**config.mk**
```make
export PLATFORM = sky130hd
export DESIGN_NAME = framed_serial_receiver
export DESIGN_NICKNAME = d
export VERILOG_FILES = /design/src/sv/fsr_pkg.sv /design/src/sv/framed_serial_receiver.sv /design/src/sv/fsr_parser.sv
export VERILOG_INCLUDE_DIRS = /design/src /design/src/sv
export SDC_FILE = /design/constraint.sdc
export NUM_CORES = 1
export LEC_CHECK = 0
export BUFFER_PORTS_ARGS = -buffer_cell sky130_fd_sc_hd__buf_2
export CORE_MARGIN = 8
export CORE_UTILIZATION = 59
export DETAILED_ROUTE_END_ITERATION = 7
export PLACE_DENSITY = 0.81
export SLEW_MARGIN = 10
export SYNTH_ARGS = -nofsm -noshare
export SYNTH_HDL_FRONTEND = slang
export SYNTH_SLANG_ARGS = --single-unit
```
**constraint.sdc**
```tcl
create_clock -name clk -period 4.65 [get_ports clk]
set_input_delay 0.2325 -clock clk [delete_from_list [all_inputs] [get_ports clk]]
set_output_delay 0.2325 -clock clk [all_outputs]
set_load 0.01 [all_outputs]
```
**src/sv/assert_macros.svh**
```systemverilog
// Assertion helpers used by the parser module.
`ifndef ASSERT_MACROS_SVH
`define ASSERT_MACROS_SVH

// Checked at every edge outside reset.
`define FSR_ASSERT(lbl, clk, rstn, prop) \
  lbl: assert property (@(posedge clk) disable iff (!rstn) prop) \
    else $error("assertion failed");

// Checked at every edge, reset included.
`define FSR_ASSERT_NR(lbl, clk, prop) \
  lbl: assert property (@(posedge clk) prop) else $error("assertion failed");

`endif

```
**src/sv/fsr_pkg.sv**
```systemverilog
package fsr_pkg;

  localparam logic [7:0] CH_U     = 8'h55;
  localparam logic [7:0] CH_N     = 8'h4E;
  localparam logic [7:0] CH_E     = 8'h45;
  localparam logic [7:0] CH_R     = 8'h52;
  localparam logic [7:0] CH_COLON = 8'h3A;
  localparam logic [7:0] HDR_XOR  = CH_U ^ CH_N ^ CH_E ^ CH_R ^ CH_COLON;

  localparam logic [7:0] TIMEOUT_RESET = 8'd3;

  localparam logic OP_BYTE = 1'b0;
  localparam logic OP_TICK = 1'b1;

  typedef enum logic [2:0] {
    PH_HUNT  = 3'd0,
    PH_N     = 3'd1,
    PH_E     = 3'd2,
    PH_R     = 3'd3,
    PH_LEN   = 3'd4,
    PH_TOKEN = 3'd5,
    PH_BODY  = 3'd6
  } phase_t;

  typedef struct packed {
    logic       op;
    logic [7:0] rx_byte;
  } item_t;

  typedef struct packed {
    logic       vld;
    logic [7:0] data_byte;
    logic [7:0] byte_index;
    logic       is_last;
    logic       checksum_ok;
  } res_t;

endpackage

```
**src/sv/framed_serial_receiver.sv**
```systemverilog
// Framed serial receiver: takes received bytes and timer ticks (in_tuser set) one item per
// clock while the output is not stalled, finds frames of the form 'U','N','E','R', length, ':'
// and body, and emits each body byte with its index, tlast on the final byte and tuser set
// there when that byte matches the XOR of everything before it in the frame. A tick outside
// hunting counts down from timeout_ticks (loaded by each start byte), abandoning the frame at
// zero. Sustained rate is one item per cycle while out_tready holds; a result passes from the
// input register through the combinational parser outputs into the result register.
module framed_serial_receiver (
  input  logic        clk,
  input  logic        rst_n,
  input  logic        in_tvalid,
  output logic        in_tready,
  input  logic [7:0]  in_tdata,   // rx_byte
  input  logic        in_tuser,   // opcode
  output logic        out_tvalid,
  input  logic        out_tready,
  output logic [15:0] out_tdata,  // data_byte, byte_index
  output logic        out_tlast,
  output logic        out_tuser,  // checksum_ok
  input  logic        cfg_valid,
  output logic        cfg_ready,
  input  logic [7:0]  cfg_data
);
  import fsr_pkg::*;

  logic       in_v_r;
  item_t      item_r;
  logic       adv;
  logic       fire;
  res_t       res;
  logic       out_v_r;
  logic [7:0] out_byte_r;
  logic [7:0] out_idx_r;
  logic       out_last_r;
  logic       out_ok_r;
  logic [7:0] timeout_r;

  assign adv       = !out_v_r || out_tready;
  assign fire      = in_v_r && adv;
  assign in_tready = !in_v_r || adv;
  assign cfg_ready = 1'b1;

  always_ff @(posedge clk) begin
    if (!rst_n) begin
      timeout_r <= TIMEOUT_RESET;
    end else if (cfg_valid) begin
      timeout_r <= cfg_data;
    end
  end

  always_ff @(posedge clk) begin
    if (!rst_n) begin
      in_v_r <= 1'b0;
    end else if (in_tready) begin
      in_v_r <= in_tvalid;
    end
  end

  always_ff @(posedge clk) begin
    if (in_tvalid && in_tready) begin
      item_r.op      <= in_tuser;
      item_r.rx_byte <= in_tdata;
    end
  end

  fsr_parser u_parser (
    .clk           (clk),
    .rst_n         (rst_n),
    .fire          (fire),
    .item          (item_r),
    .timeout_ticks (timeout_r),
    .res           (res)
  );

  always_ff @(posedge clk) begin
    if (!rst_n) begin
      out_v_r <= 1'b0;
    end else if (adv) begin
      out_v_r <= res.vld;
    end
  end

  always_ff @(posedge clk) begin
    if (adv && res.vld) begin
      out_byte_r <= res.data_byte;
      out_idx_r  <= res.byte_index;
      out_last_r <= res.is_last;
      out_ok_r   <= res.checksum_ok;
    end
  end

  assign out_tvalid = out_v_r;
  assign out_tdata  = {out_idx_r, out_byte_r};
  assign out_tlast  = out_last_r;
  assign out_tuser  = out_ok_r;

endmodule

```
**src/sv/fsr_parser.sv**
```systemverilog
`include "assert_macros.svh"

module fsr_parser (
  input  logic            clk,
  input  logic            rst_n,
  input  logic            fire,
  input  fsr_pkg::item_t  item,
  input  logic [7:0]      timeout_ticks,
  output fsr_pkg::res_t   res
);
  import fsr_pkg::*;

  phase_t     phase_r, phase_nxt;
  logic [7:0] remaining_r, remaining_nxt;
  logic [7:0] xor_r, xor_nxt;
  logic [7:0] pos_r, pos_nxt;
  logic [7:0] ticks_r, ticks_nxt;
  logic       last;

  assign last = (remaining_r <= 8'd1);

  // next state
  always_comb begin
    phase_nxt     = phase_r;
    remaining_nxt = remaining_r;
    xor_nxt       = xor_r;
    pos_nxt       = pos_r;
    ticks_nxt     = ticks_r;
    if (fire) begin
      if (item.op == OP_TICK) begin
        if (phase_r != PH_HUNT) begin
          if (ticks_r <= 8'd1) begin
            ticks_nxt = '0;
            phase_nxt = PH_HUNT;
          end else begin
            ticks_nxt = ticks_r - 8'd1;
          end
        end
      end else begin
        // on a mismatch the byte is looked at again as a start byte
        phase_nxt = PH_HUNT;
        if (item.rx_byte == CH_U) begin
          phase_nxt = PH_N;
          ticks_nxt = timeout_ticks;
        end
        case (phase_r)
          PH_N: begin
            if (item.rx_byte == CH_N) phase_nxt = PH_E;
          end
          PH_E: begin
            if (item.rx_byte == CH_E) phase_nxt = PH_R;
          end
          PH_R: begin
            if (item.rx_byte == CH_R) phase_nxt = PH_LEN;
          end
          PH_LEN: begin
            ticks_nxt     = ticks_r;
            remaining_nxt = item.rx_byte;
            phase_nxt     = (item.rx_byte == 8'd0) ? PH_HUNT : PH_TOKEN;
          end
          PH_TOKEN: begin
            if (item.rx_byte == CH_COLON) begin
              xor_nxt   = HDR_XOR ^ remaining_r;
              pos_nxt   = '0;
              phase_nxt = PH_BODY;
            end
          end
          PH_BODY: begin
            ticks_nxt = ticks_r;
            pos_nxt   = pos_r + 8'd1;
            if (last) begin
              remaining_nxt = '0;
              phase_nxt     = PH_HUNT;
            end else begin
              xor_nxt       = xor_r ^ item.rx_byte;
              remaining_nxt = remaining_r - 8'd1;
              phase_nxt     = PH_BODY;
            end
          end
          default: ;
        endcase
      end
    end
  end

  // outputs
  always_comb begin
    res.vld         = fire && (item.op == OP_BYTE) && (phase_r == PH_BODY);
    res.data_byte   = item.rx_byte;
    res.byte_index  = pos_r;
    res.is_last     = last;
    res.checksum_ok = last && (item.rx_byte == xor_r);
  end

  always_ff @(posedge clk) begin
    if (!rst_n) begin
      phase_r     <= PH_HUNT;
      remaining_r <= '0;
      xor_r       <= '0;
      pos_r       <= '0;
      ticks_r     <= '0;
    end else begin
      phase_r     <= phase_nxt;
      remaining_r <= remaining_nxt;
      xor_r       <= xor_nxt;
      pos_r       <= pos_nxt;
      ticks_r     <= ticks_nxt;
    end
  end

  `FSR_ASSERT(a_body_has_count, clk, rst_n, (phase_r == PH_BODY) |-> (remaining_r != 8'd0))
  `FSR_ASSERT(a_last_ends_frame, clk, rst_n, (res.vld && res.is_last) |=> (phase_r == PH_HUNT))
  `FSR_ASSERT(a_ok_only_last, clk, rst_n, res.checksum_ok |-> res.is_last)
  `FSR_ASSERT_NR(a_reset_hunts, clk, !rst_n |=> (phase_r == PH_HUNT))

endmodule

```
# Word level (Yosys, flattened, before mapping)
# Cells that the tools add are included.
[totals] reg_bits=72 in_bits=22 output_inout_bits=21 elab_cells=83
[op_classes] add_sub_neg=3 order_cmp=2 eq_ne=17 n_mux=23 bitwise=3 reduce_logical=21
[ops] operator="$mux 8" n=9
[ops] operator="$pmux 8 s2" n=3
[ops] operator="$eq 8x7->1 const B" n=4
[ops] operator="$mux 3" n=7
[ops] operator="$pmux 3 s6" n=1
[ops] operator="$le 8x1->1 const B" n=2
[ops] operator="$sub 8x1->8 const B" n=2
[ops] operator="$eq 3x3->1 const B" n=3
[ops] operator="$add 8x1->8 const B" n=1
[ops] operator="$eq 8x6->1 const B" n=1
[ops] operator="$eq 8x8->1" n=1
[ops] operator="$logic_not 8->1" n=1
[ops] operator="$ne 2x1->1 const B" n=4
[ops] operator="$reduce_and 4->1" n=2
[ops] operator="$xor 8x8->8" n=1
[ops] operator="$eq 3x2->1 const B" n=2
[ops] operator="$logic_and 1x1->1" n=6
[ops] operator="$reduce_and 3->1" n=2
[ops] operator="$reduce_bool 2->1" n=3
[ops] operator="$reduce_and 5->1" n=1
[ops] operator="$mux 2" n=2
[ops] operator="$not 4->4" n=1
[ops] operator="$eq 3x1->1 const B" n=1
[ops] operator="$reduce_bool 3->1" n=1
[ops] operator="other kinds (6)" n=8

# Logic depth before layout (Yosys ltp)
[logic_depth] depth_word=6 mapped_depth=8 mapped_depth_nobuf=7

# Modules after synthesis
# A second synthesis with hierarchy kept.
[hier_totals] hier_cells=398 hier_area_um2=3691.0
[by_module_without_submodules] mod="fsr_parser" n_inst=1 cells_per_inst=333 area_each_um2=2472.4 seq_area_each_um2=700.7
[by_module_without_submodules] mod="framed_serial_receiver" n_inst=1 cells_per_inst=65 area_each_um2=1218.7 seq_area_each_um2=1011.0

# Least setup slack after synthesis
# No wires, ideal clock.
[synth_timing] kind="register to register" start="reg item_r[8] in the netlist's numbering" end="reg u_parser.remaining_r[6]" setup_time_ns=0.116 arrival_ns=2.283 t_required_ns=4.534 setup_slack_ns=2.251 stages_incl_launch_ff=7 path_buffers=1 synth_period_minus_slack_ns=2.399 path_cell_list="edfxtp_1 nand2b_1 nand2b_1 clkbuf_1 nor2_1 o22ai_1 o211a_1"
[synth_via] elab_chain_cells=2
[synth_lines] element="from (decl)" line_no="framed_serial_receiver.sv:27" text="item_t item_r;"
[synth_lines] element="$not 1->1"
[synth_lines] element="$reduce_and 3->1 (no source line)"
[synth_lines] element="to (signal assigned)" line_no="fsr_parser.sv:104" text="remaining_r <= remaining_nxt;"
[synth_lines] element="to (decl)" line_no="fsr_parser.sv:14" text="logic [7:0] remaining_r, remaining_nxt;"
# Every way passes these cells.
# A chain may end at the register's enable or synchronous reset.

# Worst setup path after layout
[layout_timing] start="reg item_r[8] in the netlist's numbering" end="reg u_parser.pos_r[0]"
[layout_via] elab_chain_cells=2
[layout_lines] element="$not 1->1"
[layout_lines] element="$reduce_and 4->1 (no source line)"
[layout_lines] element="to (signal assigned)" line_no="fsr_parser.sv:106" text="pos_r <= pos_nxt;"
[layout_lines] element="to (decl)" line_no="fsr_parser.sv:16" text="logic [7:0] pos_r, pos_nxt;"
# Every way passes these cells.

==> impl_metrics.toml <==
[floorplanning]
die_y_um = 93.07
start_util_pct = 60.26
boundaryPins = 43
core_region_area_sq_um = 5816
rows = 28
dieArea_sq_um = 8662
die_x_um = 93.07

[global_routing]
grt_pass1_wl_um = 13320
grt_max_degree = 31
met1_usage_pct = 25.11
antenna_found_initial = 0
top_usage_layer = "met2"
grt_pass1_vias = 2732
grt.total_usage_pct = 19.08
gr-usage-met2_pct = 29.82
grt_overflow = 0
met3_usage_pct = 3.446

[power_and_ir_drop]
p_per_area_nw_per_um2 = 303.7
p_leak_nw = 1.406
irDropWorstVdd_mv = 0.1987

[synth]
synth.cell_area_sq_um = 3505
ys_ff_latch = 72
synth.distinct_cells = 58
synth_flop_cell = "dfxtp_1"
yosysWarnings = 0
seq_area_frac_synth_pct = 48.84
synth_edf_count = 27
synth.avg_cell_area_sq_um = 9.321
synth_cells = 376
postSynthNetCount = 403
synthArstFlopShare_pct = 0

[cells_and_area]
area_growth_pct = 11.50
fin_cells = 486
layout_commonest_cell = "dfxtp_1"
nets = 433
most-common-layout-cells = "45 x dfxtp_1, 41 x nor2_1, 41 x buf_2, 27 x a21oi_1, 27 x edfxtp_1"
diodes = 0
drive_above_1_share_pct = 14.84

[drt]
drc = 0
via_count = 2977
wire_per_inst_um = 16.77
drt_iter0_markers = 221
drt_wl_total_um = 8151
vias_per_cell = 6.126
drtAntennaViolNets = 0
first_pass_iters = 5

[timing]
worstMarginPinSlew_ns = 1.111
min_period_ns = 2.682
setup_viol_count_final = 0
max_freq_mhz = 372.8
whs_ns = 0.05755
finalCritPeriodShare_pct = 57.68
hold_viol = 0
drv_slew = 0
final.setup_skew_ns = 0.01050
setup_tns_ns = 0
relSlewSlack_pct = 25.37
rsz0062_at_grt = "no"

[clocking]
clk_transition_reported_paths_ns = 0.08
holdBufCountCts = 0
cts.htree.levels = 3
cts_setup_buffers = 0
cts_tree = "built"
cts_resized = 0
cts_buffers = 9
clkLatencyLatePin_ns = 0.35
cts.sink_count = 72
cts_root_buffer = "clkbuf_8"
clk_path_buf_depth = 2

[run_status]
status = "finished clean"

[setup_path]
crit_path_max_incr_delay_ns = 0.92
worst-endpoint-required_ns = 4.89
cp_common_cell = "nand2b_1"
worstSetupPathType = "reg -> reg"
crit_path_start_kind = "flip-flop"
end_kind = "flip-flop"
r2r_slack_ns = 1.97
crit_chain = "nand2b_1 > nand2b_1 > nor2_2 > nor2_1 > a311oi_1"
critPathMaxFanout = 22
critPathSlowestCell = "nor2_2"
crit_arrival_ns = 2.92

[placed_design]
io_buffer_count = 41
place_inst = 470
place.gp.congestion = 0.8635
dp_hpwl_um = 5649

[flow_run]
cap_violations = 0

[min_path]
hold_path.class = "in -> reg"
[report_power, final]
group	internal, mW	total [mW]	switching (mW)
Combinational	0.0196	0.0445	0.0248
Sequential	0.661	0.677	0.0155
Clock	0.242	0.465	0.224
[cell type report]
| type | instances | area (sq um) |
|---|---|---|
| flip-flops and latches | 72 | 1712 |
| repair buffers | 42 | 212.7 |
| multi-input cells | 266 | 1645 |
| well taps | 75 | 93.84 |
| clock buffers | 14 | 173.9 |
| clock inverters | 2 | 13.76 |
| fillers | 498 | 1908 |
| inverters | 15 | 56.30 |
[flip-flops by register name (all words and copies together) (netlist names), 3 cells and up]
register              cells
out_byte_r                8
u_parser.pos_r            8
u_parser.ticks_r          8
u_parser.phase_r          3
u_parser.remaining_r      8
u_parser.xor_r            8
timeout_r                 8
item_r                    9
out_idx_r                 8
[synthesized netlist by cell type, types with 5 or more instances]
cell type | n | share of area, %
nand2_1 | 23 | 2.5
nand4_1 | 7 | 1.2
clkbuf_1 | 17 | 1.8
xnor2_1 | 14 | 3.5
nand3_1 | 11 | 1.6
nor4_1 | 5 | 0.89
a21oi_1 | 27 | 3.9
o21ai_0 | 24 | 3.4
o22ai_1 | 7 | 1.2
o211ai_1 | 6 | 1.3
nor2b_1 | 6 | 1.1
ha_1 | 5 | 1.8
nor3b_1 | 7 | 1.5
edfxtp_1 | 27 | 23
inv_1 | 14 | 1.5
mux2i_1 | 8 | 2.3
nor3_1 | 12 | 1.7
dfxtp_1 | 45 | 26
nor2_1 | 42 | 4.5
[cells by family after synthesis]
| kind of cell | share of synthesized area, % |
|---|---|
| AOI/OAI and AO/OA | 18.74 |
| xor gates and xnor gates | 3.749 |
| adders and majority gates | 1.785 |
| buffers and inverters | 4.284 |
| DFF | 48.84 |
| muxes | 2.285 |
| other | 0.1070 |
| and+or+nand+nor | 20.21 |
[critical path: cells and delay by family (launching register included)]
kind | cells | cell delay [ns]
DFF | 1 | 0.65
and+or+nand+nor | 4 | 1.65
AOI/OAI and AO/OA | 1 | 0.27
[final timing paths]
check	cells past startpoint	from	endpoint
max	5	item_r[8]	u_parser.pos_r[0]
min	1	in_tdata[7]	item_r[7]
max reg2reg	5	item_r[8]	u_parser.pos_r[0]
min reg2reg	0	u_parser.pos_r[7]	out_idx_r[7]
[metal layers]
metal / part of all wire [%] / vias up
met5: 0 / -
li1: - / 1432
met2: 47 / 130
met3: 7.8 / 14
met1: 43 / 1401
met4: 1.7 / 0
[through the flow]
| stage | power, mW | util, % | area [sq um] | setup slack, ns |
|---|---|---|---|---|
| after CTS | 1.194 | 67.19 | 3908 | 1.977 |
| after detailed placement | 0.7351 | 63.96 | 3720 | 1.991 |
| after global placement | 0.7334 | 63.96 | 3720 | 2.118 |
| after floorplan | 0.7158 | - | 3505 | 2.251 |
| after global routing | 1.221 | 67.19 | 3908 | 1.694 |
| final | 1.187 | 67.19 | 3908 | 1.968 |
(Power assumes the default switching activity.)
